[src/rtl/urm_pkg.sv]
`timescale 1ns / 1ps
// Package for the UART register model: request and result types, register map and bit masks.
// No dependencies; used by urm_core and uart_register_model_unit.
package urm_pkg;

  // Request action codes
  localparam logic [1:0] ACT_READ  = 2'd0;
  localparam logic [1:0] ACT_WRITE = 2'd1;
  localparam logic [1:0] ACT_TICK  = 2'd2;
  localparam logic [1:0] ACT_RXIN  = 2'd3;

  // Register map, byte offsets
  localparam logic [7:0] OFF_RBR  = 8'h00;
  localparam logic [7:0] OFF_IER  = 8'h04;
  localparam logic [7:0] OFF_IIR  = 8'h08;
  localparam logic [7:0] OFF_LCR  = 8'h0C;
  localparam logic [7:0] OFF_MCR  = 8'h10;
  localparam logic [7:0] OFF_LSR  = 8'h14;
  localparam logic [7:0] OFF_MSR  = 8'h18;
  localparam logic [7:0] OFF_SPR  = 8'h1C;
  localparam logic [7:0] OFF_ISR  = 8'h20;
  localparam logic [7:0] OFF_UMR  = 8'h24;
  localparam logic [7:0] OFF_UACR = 8'h28;

  // Register bits
  localparam logic [7:0] IER_RX_EN   = 8'h01;
  localparam logic [7:0] IER_TX_EN   = 8'h02;
  localparam logic [7:0] LSR_DREADY  = 8'h01;
  localparam logic [7:0] LSR_TXEMPTY = 8'h60;
  localparam logic [7:0] FCR_TXIRQ   = 8'h10;
  localparam logic [7:0] FCR_CLRDR   = 8'h20;
  localparam logic [7:0] IIR_NONE    = 8'h01;
  localparam logic [7:0] IIR_TX      = 8'h02;
  localparam logic [7:0] IIR_RX      = 8'h04;

  localparam int unsigned PLAIN_COUNT = 7;
  localparam int unsigned PLAIN_IDX_W = 3;
  localparam logic [8:0]  WINDOW_RESET = 9'd48;

  typedef struct packed {
    logic [1:0] action;
    logic [7:0] offset;
    logic [7:0] write_data;
    logic       rx_waiting;
    logic [7:0] rx_char;
    logic       rx_more;
  } req_t;

  typedef struct packed {
    logic [7:0] read_data;
    logic       tx_valid;
    logic [7:0] tx_char;
    logic       rx_pop;
    logic       irq_level;
    logic       fault;
  } rsp_t;

  typedef struct packed {
    logic                   hit;
    logic [PLAIN_IDX_W-1:0] idx;
  } plain_sel_t;

  // Map an offset to one of the seven plain storage registers
  function automatic plain_sel_t plain_lookup(input logic [7:0] off);
    plain_sel_t sel;
    sel.hit = 1'b1;
    sel.idx = '0;
    case (off)
      OFF_LCR:  sel.idx = 3'd0;
      OFF_MCR:  sel.idx = 3'd1;
      OFF_MSR:  sel.idx = 3'd2;
      OFF_SPR:  sel.idx = 3'd3;
      OFF_ISR:  sel.idx = 3'd4;
      OFF_UMR:  sel.idx = 3'd5;
      OFF_UACR: sel.idx = 3'd6;
      default:  sel.hit = 1'b0;
    endcase
    return sel;
  endfunction

endpackage

[src/rtl/urm_core.sv]
`timescale 1ns / 1ps
// Register state of the UART model and the single-pass decode that updates it.
// Depends on urm_pkg.
module urm_core (
  input  logic          clk,
  input  logic          rst,
  input  logic [8:0]    window_size,
  input  urm_pkg::req_t req,
  input  logic          commit,
  output urm_pkg::rsp_t rsp
);
  import urm_pkg::*;

  logic [7:0] int_enable, int_enable_next;
  logic [7:0] fifo_control, fifo_control_next;
  logic [7:0] line_status, line_status_next;
  logic [7:0] plain_regs [PLAIN_COUNT];
  logic       tx_pending, tx_pending_next;
  logic       irq_line, irq_line_next;
  logic       plain_we;
  plain_sel_t psel;
  logic       rd;
  logic       in_window;

  assign psel      = plain_lookup(req.offset);
  assign rd        = (req.action == ACT_READ);
  assign in_window = ({1'b0, req.offset} < window_size);

  // Decode one request against the current state
  always_comb begin
    int_enable_next   = int_enable;
    fifo_control_next = fifo_control;
    line_status_next  = line_status;
    tx_pending_next   = tx_pending;
    irq_line_next     = irq_line;
    plain_we          = 1'b0;
    rsp               = '0;

    case (req.action)
      ACT_TICK: begin
        tx_pending_next = 1'b0;
        if (req.rx_waiting) begin
          line_status_next = line_status | LSR_DREADY;
        end
        if (req.rx_waiting && (int_enable & IER_RX_EN) != 8'h00) begin
          irq_line_next = 1'b1;
        end else if ((int_enable & IER_TX_EN) != 8'h00 &&
                     (fifo_control & FCR_TXIRQ) != 8'h00) begin
          tx_pending_next = 1'b1;
          irq_line_next   = 1'b1;
        end
      end
      ACT_RXIN: begin
        if ((int_enable & IER_RX_EN) != 8'h00) begin
          irq_line_next = 1'b1;
        end
        line_status_next = line_status | LSR_DREADY;
      end
      default: begin
        if (in_window) begin
          if (req.offset == OFF_RBR) begin
            if (rd) begin
              if (req.rx_waiting) begin
                rsp.read_data = req.rx_char;
                rsp.rx_pop    = 1'b1;
              end
              if (req.rx_waiting && req.rx_more) begin
                line_status_next = line_status | LSR_DREADY;
              end else begin
                line_status_next = line_status & ~LSR_DREADY;
              end
            end else begin
              rsp.tx_valid = 1'b1;
              rsp.tx_char  = req.write_data;
              if ((int_enable & IER_TX_EN) != 8'h00 && !tx_pending &&
                  (fifo_control & FCR_TXIRQ) != 8'h00) begin
                tx_pending_next = 1'b1;
                irq_line_next   = 1'b1;
              end
            end
          end else if (req.offset == OFF_IER) begin
            if (rd) begin
              rsp.read_data = int_enable;
            end else begin
              int_enable_next = req.write_data;
            end
          end else if (req.offset == OFF_IIR) begin
            irq_line_next = 1'b0;
            if (rd) begin
              if (req.rx_waiting) begin
                rsp.read_data = IIR_RX;
              end else if (tx_pending) begin
                rsp.read_data   = IIR_TX;
                tx_pending_next = 1'b0;
              end else begin
                rsp.read_data = IIR_NONE;
              end
            end else begin
              fifo_control_next = req.write_data;
              if ((req.write_data & FCR_CLRDR) != 8'h00) begin
                line_status_next = line_status & ~LSR_DREADY;
              end
            end
          end else if (req.offset == OFF_LSR) begin
            if (rd) begin
              line_status_next = line_status | LSR_TXEMPTY |
                                 (req.rx_waiting ? LSR_DREADY : 8'h00);
              rsp.read_data    = line_status_next;
            end else begin
              rsp.fault = 1'b1;
            end
          end else if (psel.hit) begin
            if (rd) begin
              rsp.read_data = plain_regs[psel.idx];
            end else begin
              plain_we = 1'b1;
            end
          end else begin
            rsp.fault = 1'b1;
          end
        end
      end
    endcase

    rsp.irq_level = irq_line_next;
  end

  // Commit the state update when the result moves to the output register
  always_ff @(posedge clk) begin
    if (rst) begin
      int_enable   <= '0;
      fifo_control <= '0;
      line_status  <= LSR_TXEMPTY;
      tx_pending   <= 1'b0;
      irq_line     <= 1'b0;
      for (int i = 0; i < PLAIN_COUNT; i++) begin
        plain_regs[i] <= '0;
      end
    end else if (commit) begin
      int_enable   <= int_enable_next;
      fifo_control <= fifo_control_next;
      line_status  <= line_status_next;
      tx_pending   <= tx_pending_next;
      irq_line     <= irq_line_next;
      if (plain_we) begin
        plain_regs[psel.idx] <= req.write_data;
      end
    end
  end

endmodule

[src/rtl/uart_register_model_unit.sv]
`timescale 1ns / 1ps
// Top level of the UART register model: input register, core decode, output register.
// Depends on urm_pkg and urm_core.
//
//  Channel   Handshake                  Payload
//  -------   -------------------------  ----------------------------------------------
//  request   in_valid / in_stall        action offset write_data rx_waiting rx_char rx_more
//  result    out_valid / out_stall      read_data tx_valid tx_char rx_pop irq_level fault
//  config    cfg_write_enable           cfg_write_data (window_size)
//
// One request per cycle while the result is not stalled; a taken request passes through the input register,
// then the decode, and its result is registered in the result register.
// A stalled result holds in the output register while one more request waits in the input register.
// Reset (rst, synchronous) empties both registers and restores the register file.
module uart_register_model_unit (
  input  logic       clk,
  input  logic       rst,
  input  logic       cfg_write_enable,
  input  logic [8:0] cfg_write_data,
  input  logic       in_valid,
  output logic       in_stall,
  input  logic [1:0] action,
  input  logic [7:0] offset,
  input  logic [7:0] write_data,
  input  logic       rx_waiting,
  input  logic [7:0] rx_char,
  input  logic       rx_more,
  output logic       out_valid,
  input  logic       out_stall,
  output logic [7:0] read_data,
  output logic       tx_valid,
  output logic [7:0] tx_char,
  output logic       rx_pop,
  output logic       irq_level,
  output logic       fault
);
  import urm_pkg::*;

  logic [8:0] window_size;
  req_t       req;
  logic       req_valid;
  rsp_t       rsp_comb;
  rsp_t       rsp;
  logic       out_free;
  logic       advance;

  assign out_free = !out_valid || !out_stall;
  assign advance  = req_valid && out_free;
  assign in_stall = req_valid && !out_free;

  // Hold the window size
  always_ff @(posedge clk) begin
    if (rst) begin
      window_size <= WINDOW_RESET;
    end else if (cfg_write_enable) begin
      window_size <= cfg_write_data;
    end
  end

  // Capture a request when the input register is free or drains this cycle
  always_ff @(posedge clk) begin
    if (rst) begin
      req_valid <= 1'b0;
    end else if (!in_stall) begin
      req_valid <= in_valid;
    end
  end

  always_ff @(posedge clk) begin
    if (!in_stall && in_valid) begin
      req.action     <= action;
      req.offset     <= offset;
      req.write_data <= write_data;
      req.rx_waiting <= rx_waiting;
      req.rx_char    <= rx_char;
      req.rx_more    <= rx_more;
    end
  end

  urm_core u_core (
    .clk         (clk),
    .rst         (rst),
    .window_size (window_size),
    .req         (req),
    .commit      (advance),
    .rsp         (rsp_comb)
  );

  // Advance the result register; drop it once taken
  always_ff @(posedge clk) begin
    if (rst) begin
      out_valid <= 1'b0;
    end else if (out_free) begin
      out_valid <= req_valid;
    end
  end

  always_ff @(posedge clk) begin
    if (advance) begin
      rsp <= rsp_comb;
    end
  end

  assign read_data = rsp.read_data;
  assign tx_valid  = rsp.tx_valid;
  assign tx_char   = rsp.tx_char;
  assign rx_pop    = rsp.rx_pop;
  assign irq_level = rsp.irq_level;
  assign fault     = rsp.fault;

endmodule
[config.mk]
export PLATFORM = sky130hd
export DESIGN_NAME = uart_register_model_unit
export DESIGN_NICKNAME = d
export VERILOG_FILES = /design/src/rtl/urm_pkg.sv /design/src/rtl/urm_core.sv /design/src/rtl/uart_register_model_unit.sv
export SDC_FILE = /design/constraint.sdc
export NUM_CORES = 1
export LEC_CHECK = 0
export BUFFER_PORTS_ARGS = -buffer_cell sky130_fd_sc_hd__buf_2
export CORE_MARGIN = 2
export CORE_UTILIZATION = 40
export DETAILED_ROUTE_END_ITERATION = 12
export PLACE_DENSITY = 0.56
export SLEW_MARGIN = 20
export SYNTH_ARGS = -nofsm -noshare
export SYNTH_HDL_FRONTEND = slang
export SYNTH_SLANG_ARGS = --single-unit
[constraint.sdc]
create_clock -name clk -period 3.8 [get_ports clk]
set_input_delay 0 -clock clk [delete_from_list [all_inputs] [get_ports clk]]
set_output_delay 0 -clock clk [all_outputs]
set_load 0.005 [all_outputs]
==> results_dict.tcl, run 1 <==
set metrics [dict create \
    cts_resized 0 \
    path_clk_slew_ns 0.06 \
    synth-edff-count 104 \
    end_kind "register" \
    globalRouteTotalUtil 0.202 \
    placement_rows 45 \
    cpPeakStageDelay_ns 0.79 \
    dpl.hpwl_mm 11.0 \
    timing.critical_path.arrival_ns 3.55 \
    route.detailed.drc 0 \
    final-hold-violation-count 0 \
    layout_setup_ws_ns 0.381 \
    first_global_vias 4719 \
    ys_warn_count 0 \
    max-clock-path-buffers 2 \
    skew_ns 0.00767 \
    critical_path_required_ns 3.93 \
    post_synth_main_area_contributors "sky130_fd_sc_hd__edfxtp_1 49%, sky130_fd_sc_hd__dfxtp_1 9.8%, sky130_fd_sc_hd__mux2i_1 7.9%" \
    route.detailed.vias_per_inst 5.20 \
    relSlewSlack 0.355 \
    cts_root_buffer_type "sky130_fd_sc_hd__clkbuf_16" \
    io_buffer_count 63 \
    antennaDiodeCount 0 \
    number_of_synthesized_register_bits 135 \
    die_x_um 130 \
    synth.largest_area_cell "sky130_fd_sc_hd__edfxtp_1" \
    route.final.wire_length_mm 15.7 \
    dp_worst_setup_slack_ns 0.378 \
    final_core_utilization 0.527 \
    path_category_of_the_worst_min_delay_check "primary input to register" \
    cts_num_sinks 135 \
    detail_route.wl_per_cell_um 17.8 \
    leakage_power_summed_over_all_cells_uw 0.00318 \
    routed-via-count 4606 \
    setup.reg_to_reg.worst_slack_ns 0.38 \
    synth_async_sr_flop_share 0 \
    worst_path_fanout_max 14 \
    synthesis.instances 528 \
    placeableCoreArea_sq_um 15300 \
    fin_crit_ns 3.42 \
    cp_cell_sequence "or4_1 -> a2111oi_4 -> nand2_2 -> or4_1 -> o21ai_0 -> buf_4" \
    criticalPathCategory "register to register" \
    effective_utilization_at_floorplan 0.413 \
    crit_cells 6 \
    design.die.area_sq_um 16800 \
    cts_tree "done" \
    crit_path_end "u_core.plain_regs[2][2]$_SDFFCE_PN0P_" \
    timing.setup.tns_ns 0 \
    post-synth-top-area-fraction 0.494 \
    grt_remaining_overflow 0 \
    detail_route.first_pass.iterations 5 \
    critPathTopFamily "simple AND/OR/NAND/NOR gates" \
    pin_count_of_the_biggest_net_entering_global_routing 35 \
    synth_sequential_area_ratio 0.592 \
    cap_viol_max_count 0 \
    fraction_of_final_layout_cells_sized_beyond_drive_strength_1 0.214 \
    htree_levels 4 \
    outcome "finished clean" \
    crit-reg2reg-launch "req[19]$_DFFE_PP_" \
    synth.distinct_cells 63 \
    layout_worst_path_cycle_share 0.900 \
    gp_congestion 0.839 \
    peakVddDrop_uv 316 \
    synthesis.area_per_instance_sq_um 12.0 \
    synth.cell_area_sq_um 6320 \
    power-per-cell-area_nw_per_um2 439 \
    worst_slew_pin_slew_ns 0.960 \
    cp_num_buf_inv 1 \
    layoutNonFillerInstCount 885 \
    rsz0062_at_grt "false" \
    layout-area-overhead-vs-synth_pct 27.5 \
    achievable-frequency_mhz 292 \
    insertion_delay_to_the_later_sink_of_the_worst_skew_pair_ns 0.42 \
    dr.first_iter.drc_count 333 \
    floorplan.io_pins 64 \
    layout.nets 710 \
    worst_r2r_endpoint "u_core.plain_regs[2][2]$_SDFFCE_PN0P_" \
    num_cts_buffers 17 \
    layout_common_cells "104 x sky130_fd_sc_hd__edfxtp_1, 63 x sky130_fd_sc_hd__buf_2, 52 x sky130_fd_sc_hd__dlygate4sd3_1" \
    reg2regPathDepth 6 \
    grt_antenna_before_repair 0 \
    yosys_most_used_dff "sky130_fd_sc_hd__edfxtp_1" \
    placed_cells_incl_taps 801 \
    final-setup-viol-count 0 \
    number_of_nets_still_failing_antenna_checks_after_routing 0 \
    holdPathStages 2 \
    postCtsSetupRepairBufs 0 \
    startpoint "req[19]$_DFFE_PP_" \
    cp-start-kind "register" \
    wire_length_of_the_first_global_routing_pass_mm 25.4 \
    most_common_cell_after_layout_fill_and_taps_aside "sky130_fd_sc_hd__edfxtp_1" \
    critPathMostFrequentCell "sky130_fd_sc_hd__or4_1" \
    critical-path-slowest-cell "sky130_fd_sc_hd__or4_1" \
    finalMaxSlewViolations 0 \
    y_dimension_of_the_die_um 130 \
]
what timing repair did:
item / CTS / global route
hold buffers: 52 / 0
setup endpoints to repair: 0 / 0
endpoints found under the hold margin: 41 / 0
synth_stat cells (all sizes together), types with 3 or more instances:
master and instances:
mux2i 50, clkbuf 22, nand3 16, and3 3, nand2b 3, o21a 3
nor2 22, or2 7, nand2 40, nor2b 6, buf 7, a211oi 3
a22oi 3, o22ai 4, edfxtp 104, and2 35, nor3 31, o21ai 26
ha 7, nor4 8, o41ai 3, o32ai 3, o211ai 6, a21o 3
a31o 3, inv 25, a21oi 10, mux4 3, dfxtp 31, o311ai 3
registers in the layout (all words and copies together), names as in the netlist:
name	cells
u_core.int_enable	8
u_core.fifo_control	1
u_core.irq_line	1
tx_char	8
window_size	9
fault	1
u_core.tx_pending	1
u_core.plain_regs	64
read_data	8
req	28
req_valid	1
out_valid	1
tx_valid	1
u_core.line_status	1
rx_pop	1
irq_level	1
final cells by class:
cell class / instances / area [sq um]
tap: 211 / 264
clock inverter: 11 / 106
inverter: 26 / 97.6
multi-input combinational: 345 / 2400
sequential: 135 / 3740
timing repair buffer: 136 / 993
clock buffer: 21 / 460
fill: 1383 / 7250
report_power, final:
part	total [uW]	switching [uW]	leakage, uW	internal, uW
Clock	1580	595	0.000284	988
Combinational	270	151	0.00162	119
Sequential	1690	37.7	0.00128	1650
Total	3540	784	0.00318	2750
routing by layer:
layer	wire, um	vias to the layer above	track usage
li1	-	2236	-
met1	7270	2235	0.265
met2	7520	114	0.327
met3	668	21	0.0504
met4	263	0	0.0696
met5	0	-	0
worst min path at each step:
stage	from	to	slack, ns
6_report	write_data[4]	req[14]$_DFFE_PP_	0.28
5_1_grt	rx_char[3]	req[4]$_DFFE_PP_	0.28
4_1_cts	write_data[4]	req[14]$_DFFE_PP_	0.27
3_5_place_dp	write_data[4]	req[14]$_DFFE_PP_	0.18
3_3_place_gp	write_data[2]	req[12]$_DFFE_PP_	0.18
2_1_floorplan	rx_more	req[0]$_DFFE_PP_	0.1
cell families (layout without fill, tap and decap cells):
group	after synthesis	count (layout)	share of synthesized area
simple gates	182	182	0.159
flops	135	135	0.592
compound gates	92	92	0.104
mux	55	55	0.0934
buf+inv	55	194	0.0358
fa+ha+maj	7	7	0.0139
other cells	1	8	0.000593
xor+xnor	1	1	0.00139
worst register-to-register path: stages (launching register included):
cell                        delay [ns]
sky130_fd_sc_hd__edfxtp_1         0.42
sky130_fd_sc_hd__or4_1            0.72
sky130_fd_sc_hd__a2111oi_4        0.45
sky130_fd_sc_hd__nand2_2          0.27
sky130_fd_sc_hd__or4_1            0.80
sky130_fd_sc_hd__o21ai_0          0.30
sky130_fd_sc_hd__buf_4            0.19
per-stage QoR:
step                power [uW]  instance area, sq um  hold WS, ns
global placement          1930                  6970        0.176
detailed placement        1940                  6970        0.178
CTS                       3560                  8060        0.269
finish                    3540                  8060        0.284
global route              3670                  8060        0.276
floorplan                 1840                  6350       0.0989
(Power assumes the default switching activity.)
==> inputs of run 2 (changes only) <==
--- a/config.mk
+++ b/config.mk
@@ -13,4 +13,5 @@
 export SLEW_MARGIN = 20
 export SYNTH_ARGS = -nofsm -noshare
 export SYNTH_HDL_FRONTEND = slang
+export SYNTH_HIERARCHICAL = 1
 export SYNTH_SLANG_ARGS = --single-unit
==> run 2 against run 1 <==
Effect of this change:
- setup slack gained 0.36 ns
- total power grew 4.1%
- critical path depth rose by 1
- register-to-register slack better by 0.36 ns
==> results_dict.tcl, run 2 <==
set metrics [dict create \
    htree_levels 4 \
    design.die.area_sq_um 17000 \
    yosys_most_used_dff "sky130_fd_sc_hd__edfxtp_1" \
    insertion_delay_to_the_later_sink_of_the_worst_skew_pair_ns 0.42 \
    final-setup-viol-count 0 \
    peakVddDrop_uv 288 \
    end_kind "register" \
    synth.distinct_cells 80 \
    synthesis.instances 539 \
    outcome "finished clean" \
    worst_path_fanout_max 9 \
    synth_top_cells_by_count "102 x sky130_fd_sc_hd__edfxtp_1, 50 x sky130_fd_sc_hd__nor2_1, 41 x sky130_fd_sc_hd__and2_1" \
    synth.cell_area_sq_um 6370 \
    synth_async_sr_flop_share 0 \
    leakage_power_summed_over_all_cells_uw 0.00321 \
    synth-edff-count 102 \
    floorplan.io_pins 64 \
    y_dimension_of_the_die_um 130 \
    num_cts_buffers 17 \
    wire_length_of_the_first_global_routing_pass_mm 27.4 \
    dr.first_iter.drc_count 437 \
    route.detailed.drc 0 \
    largest_register_ff_count 62 \
    first_global_vias 4748 \
    achievable-frequency_mhz 327 \
    globalRouteTotalUtil 0.224 \
    effective_utilization_at_floorplan 0.405 \
    fraction_of_final_layout_cells_sized_beyond_drive_strength_1 0.210 \
    placement_rows 46 \
    pwr-share-clk 0.472 \
    gp_congestion 0.952 \
    relSlewSlack 0.388 \
    layout_worst_path_cycle_share 0.805 \
    route.detailed.vias_per_inst 5.43 \
    layout_common_cells "102 x sky130_fd_sc_hd__edfxtp_1, 63 x sky130_fd_sc_hd__buf_2, 49 x sky130_fd_sc_hd__nor2_1" \
    detail_route.first_pass.iterations 5 \
    cts_root_buffer_type "sky130_fd_sc_hd__clkbuf_16" \
    cap_viol_max_count 0 \
    post-synth-top-area-fraction 0.481 \
    number_of_nets_still_failing_antenna_checks_after_routing 0 \
    layout.nets 703 \
    ys_warn_count 6 \
    routed-via-count 4793 \
    criticalPathCategory "register to register" \
    timing.critical_path.arrival_ns 3.17 \
    timing.setup.tns_ns 0 \
    layout-area-overhead-vs-synth_pct 25.7 \
    route.final.wire_length_mm 17.9 \
    seq_power_share 0.455 \
    rsz0062_at_grt "false" \
    die_x_um 130 \
    biggestRegsByFlops "u_core/plain_regs (62), req (28), window_size (9)" \
    fillCellCount 1379 \
    path_category_of_the_worst_min_delay_check "primary input to register" \
    max-clock-path-buffers 2 \
    power-per-cell-area_nw_per_um2 460 \
    post_synth_main_area_contributors "sky130_fd_sc_hd__edfxtp_1 48%, sky130_fd_sc_hd__dfxtp_1 9.7%, sky130_fd_sc_hd__mux2i_1 6.0%" \
    placeableCoreArea_sq_um 15700 \
    cpPeakStageDelay_ns 0.49 \
    cts_num_sinks 133 \
    finalMaxSlewViolations 0 \
    synth.largest_area_cell "sky130_fd_sc_hd__edfxtp_1" \
    synth_sequential_area_ratio 0.578 \
    skew_ns 0.00691 \
    grt_antenna_before_repair 1 \
    cts_tree "done" \
    critical_path_required_ns 3.92 \
    synthesis.area_per_instance_sq_um 11.8 \
    power.share.switching 0.229 \
    power_uw 3680 \
    detail_route.wl_per_cell_um 20.2 \
    final-hold-violation-count 0 \
    power_switching_uw 842 \
    number_of_synthesized_register_bits 133 \
    pin_count_of_the_biggest_net_entering_global_routing 38 \
    path_clk_slew_ns 0.06 \
    combPwrFrac 0.073 \
    post-synth-top-count-cell "sky130_fd_sc_hd__edfxtp_1" \
    worst_slew_pin_slew_ns 0.913 \
    antennaDiodeCount 0 \
    cp-start-kind "register" \
    placed_cells_incl_taps 811 \
    critical-path-slowest-cell "sky130_fd_sc_hd__and4bb_2" \
    fin_crit_ns 3.06 \
    internal_power_uw 2840 \
    layoutNonFillerInstCount 883 \
    largest_register "u_core/plain_regs" \
    grt_remaining_overflow 0 \
    io_buffer_count 63 \
    cp_cell_sequence "ha_1 -> and3_1 -> a221oi_1 -> o31a_1 -> o21ai_1 -> and4bb_2 -> or2_2" \
    most_common_cell_after_layout_fill_and_taps_aside "sky130_fd_sc_hd__edfxtp_1" \
    dpl.hpwl_mm 12.4 \
]
run 2: cell count changes in the layout (fill, tap and decap cells not counted), moves of 12 or more:
cell                            before  now
sky130_fd_sc_hd__mux2i_1            50   38
sky130_fd_sc_hd__o21ai_0            24    8
sky130_fd_sc_hd__nand2_1            39   24
sky130_fd_sc_hd__nor3_1             20    8
sky130_fd_sc_hd__dlygate4sd3_1      52   40
sky130_fd_sc_hd__nor2_1             22   49
run 2: critical path, delay by kind of cell, from the launching register on:
family | cells | cell delay (ns)
AO/OA/AOI/OAI | 3 | 1.02
AND/OR/NAND/NOR | 3 | 0.93
flip-flops | 1 | 0.47
adder cells (fa/ha/maj) | 1 | 0.33
run 2: path summary, 6_finish.rpt:
path	depth (start not counted)	slack (ns)	start	endpoint
worst max-delay path	7	0.74	req[24]$_DFFE_PP_	u_core/plain_regs[4][2]$_SDFFCE_PN0P_
worst min-delay path	3	0.03	cfg_write_enable	window_size[2]$_SDFFE_PP0P_
worst max register to register	7	0.74	req[24]$_DFFE_PP_	u_core/plain_regs[4][2]$_SDFFCE_PN0P_
worst min register to register	2	0.48	u_core/int_enable[4]$_SDFFE_PP0P_	u_core/int_enable[4]$_SDFFE_PP0P_
run 2: cell families after synthesis:
logic type,after synthesis,share of synthesized area
AOI/OAI and AO/OA,101,0.122
buffers and inverters,49,0.0330
and+or+nand+nor,204,0.182
xor gates and xnor gates,1,0.00137
other,1,0.000589
adders and majority gates,7,0.0137
DFF,133,0.578
muxes,43,0.0685
run 2: layout make-up:
class | count | area [sq um] | share of cell area
multi-input cells | 362 | 2500 | 0.313
flip-flops and latches | 133 | 3680 | 0.460
clock buffers | 17 | 425 | 0.0531
inverters | 19 | 71.3 | 0.00891
clock inverters | 15 | 203 | 0.0253
well taps | 216 | 270 | 0.0338
repair buffers | 121 | 851 | 0.106
run 2: per-stage QoR:
stage	area [sq um]	hold slack (ns)	worst slack [ns]	utilization
after global placement	6980	0.177	0.807	0.444
after CTS	8010	0.00670	0.784	0.510
final	8010	0.0301	0.742	0.510
after global routing	8010	0.0390	0.486	0.510
after floorplan	6390	0.0989	0.252	-
after detailed placement	6980	0.178	0.790	0.444
run 2: routing by layer:
layer,vias up,share of wire,track usage
met3,32,0.077,0.0709
li1,2267,-,-
met1,2305,0.46,0.309
met2,189,0.43,0.326
met4,0,0.026,0.0949
met5,-,0,0
run 2: power by group through the flow:
stage / Clock (uW) / Combinational, uW / Sequential [uW]
3_5_place_dp: 0 / 232 / 1710
3_3_place_gp: 0 / 230 / 1710
2_1_floorplan: 0 / 151 / 1680
6_report: 1740 / 269 / 1680
5_1_grt: 1830 / 294 / 1680
4_1_cts: 1770 / 265 / 1680
run 2: what timing repair did:
action,CTS,global route
endpoints found under the setup margin,0,0
buffers inserted,0,0
resized for setup,0,0
hold buffers,40,0
endpoints found under the hold margin,39,0
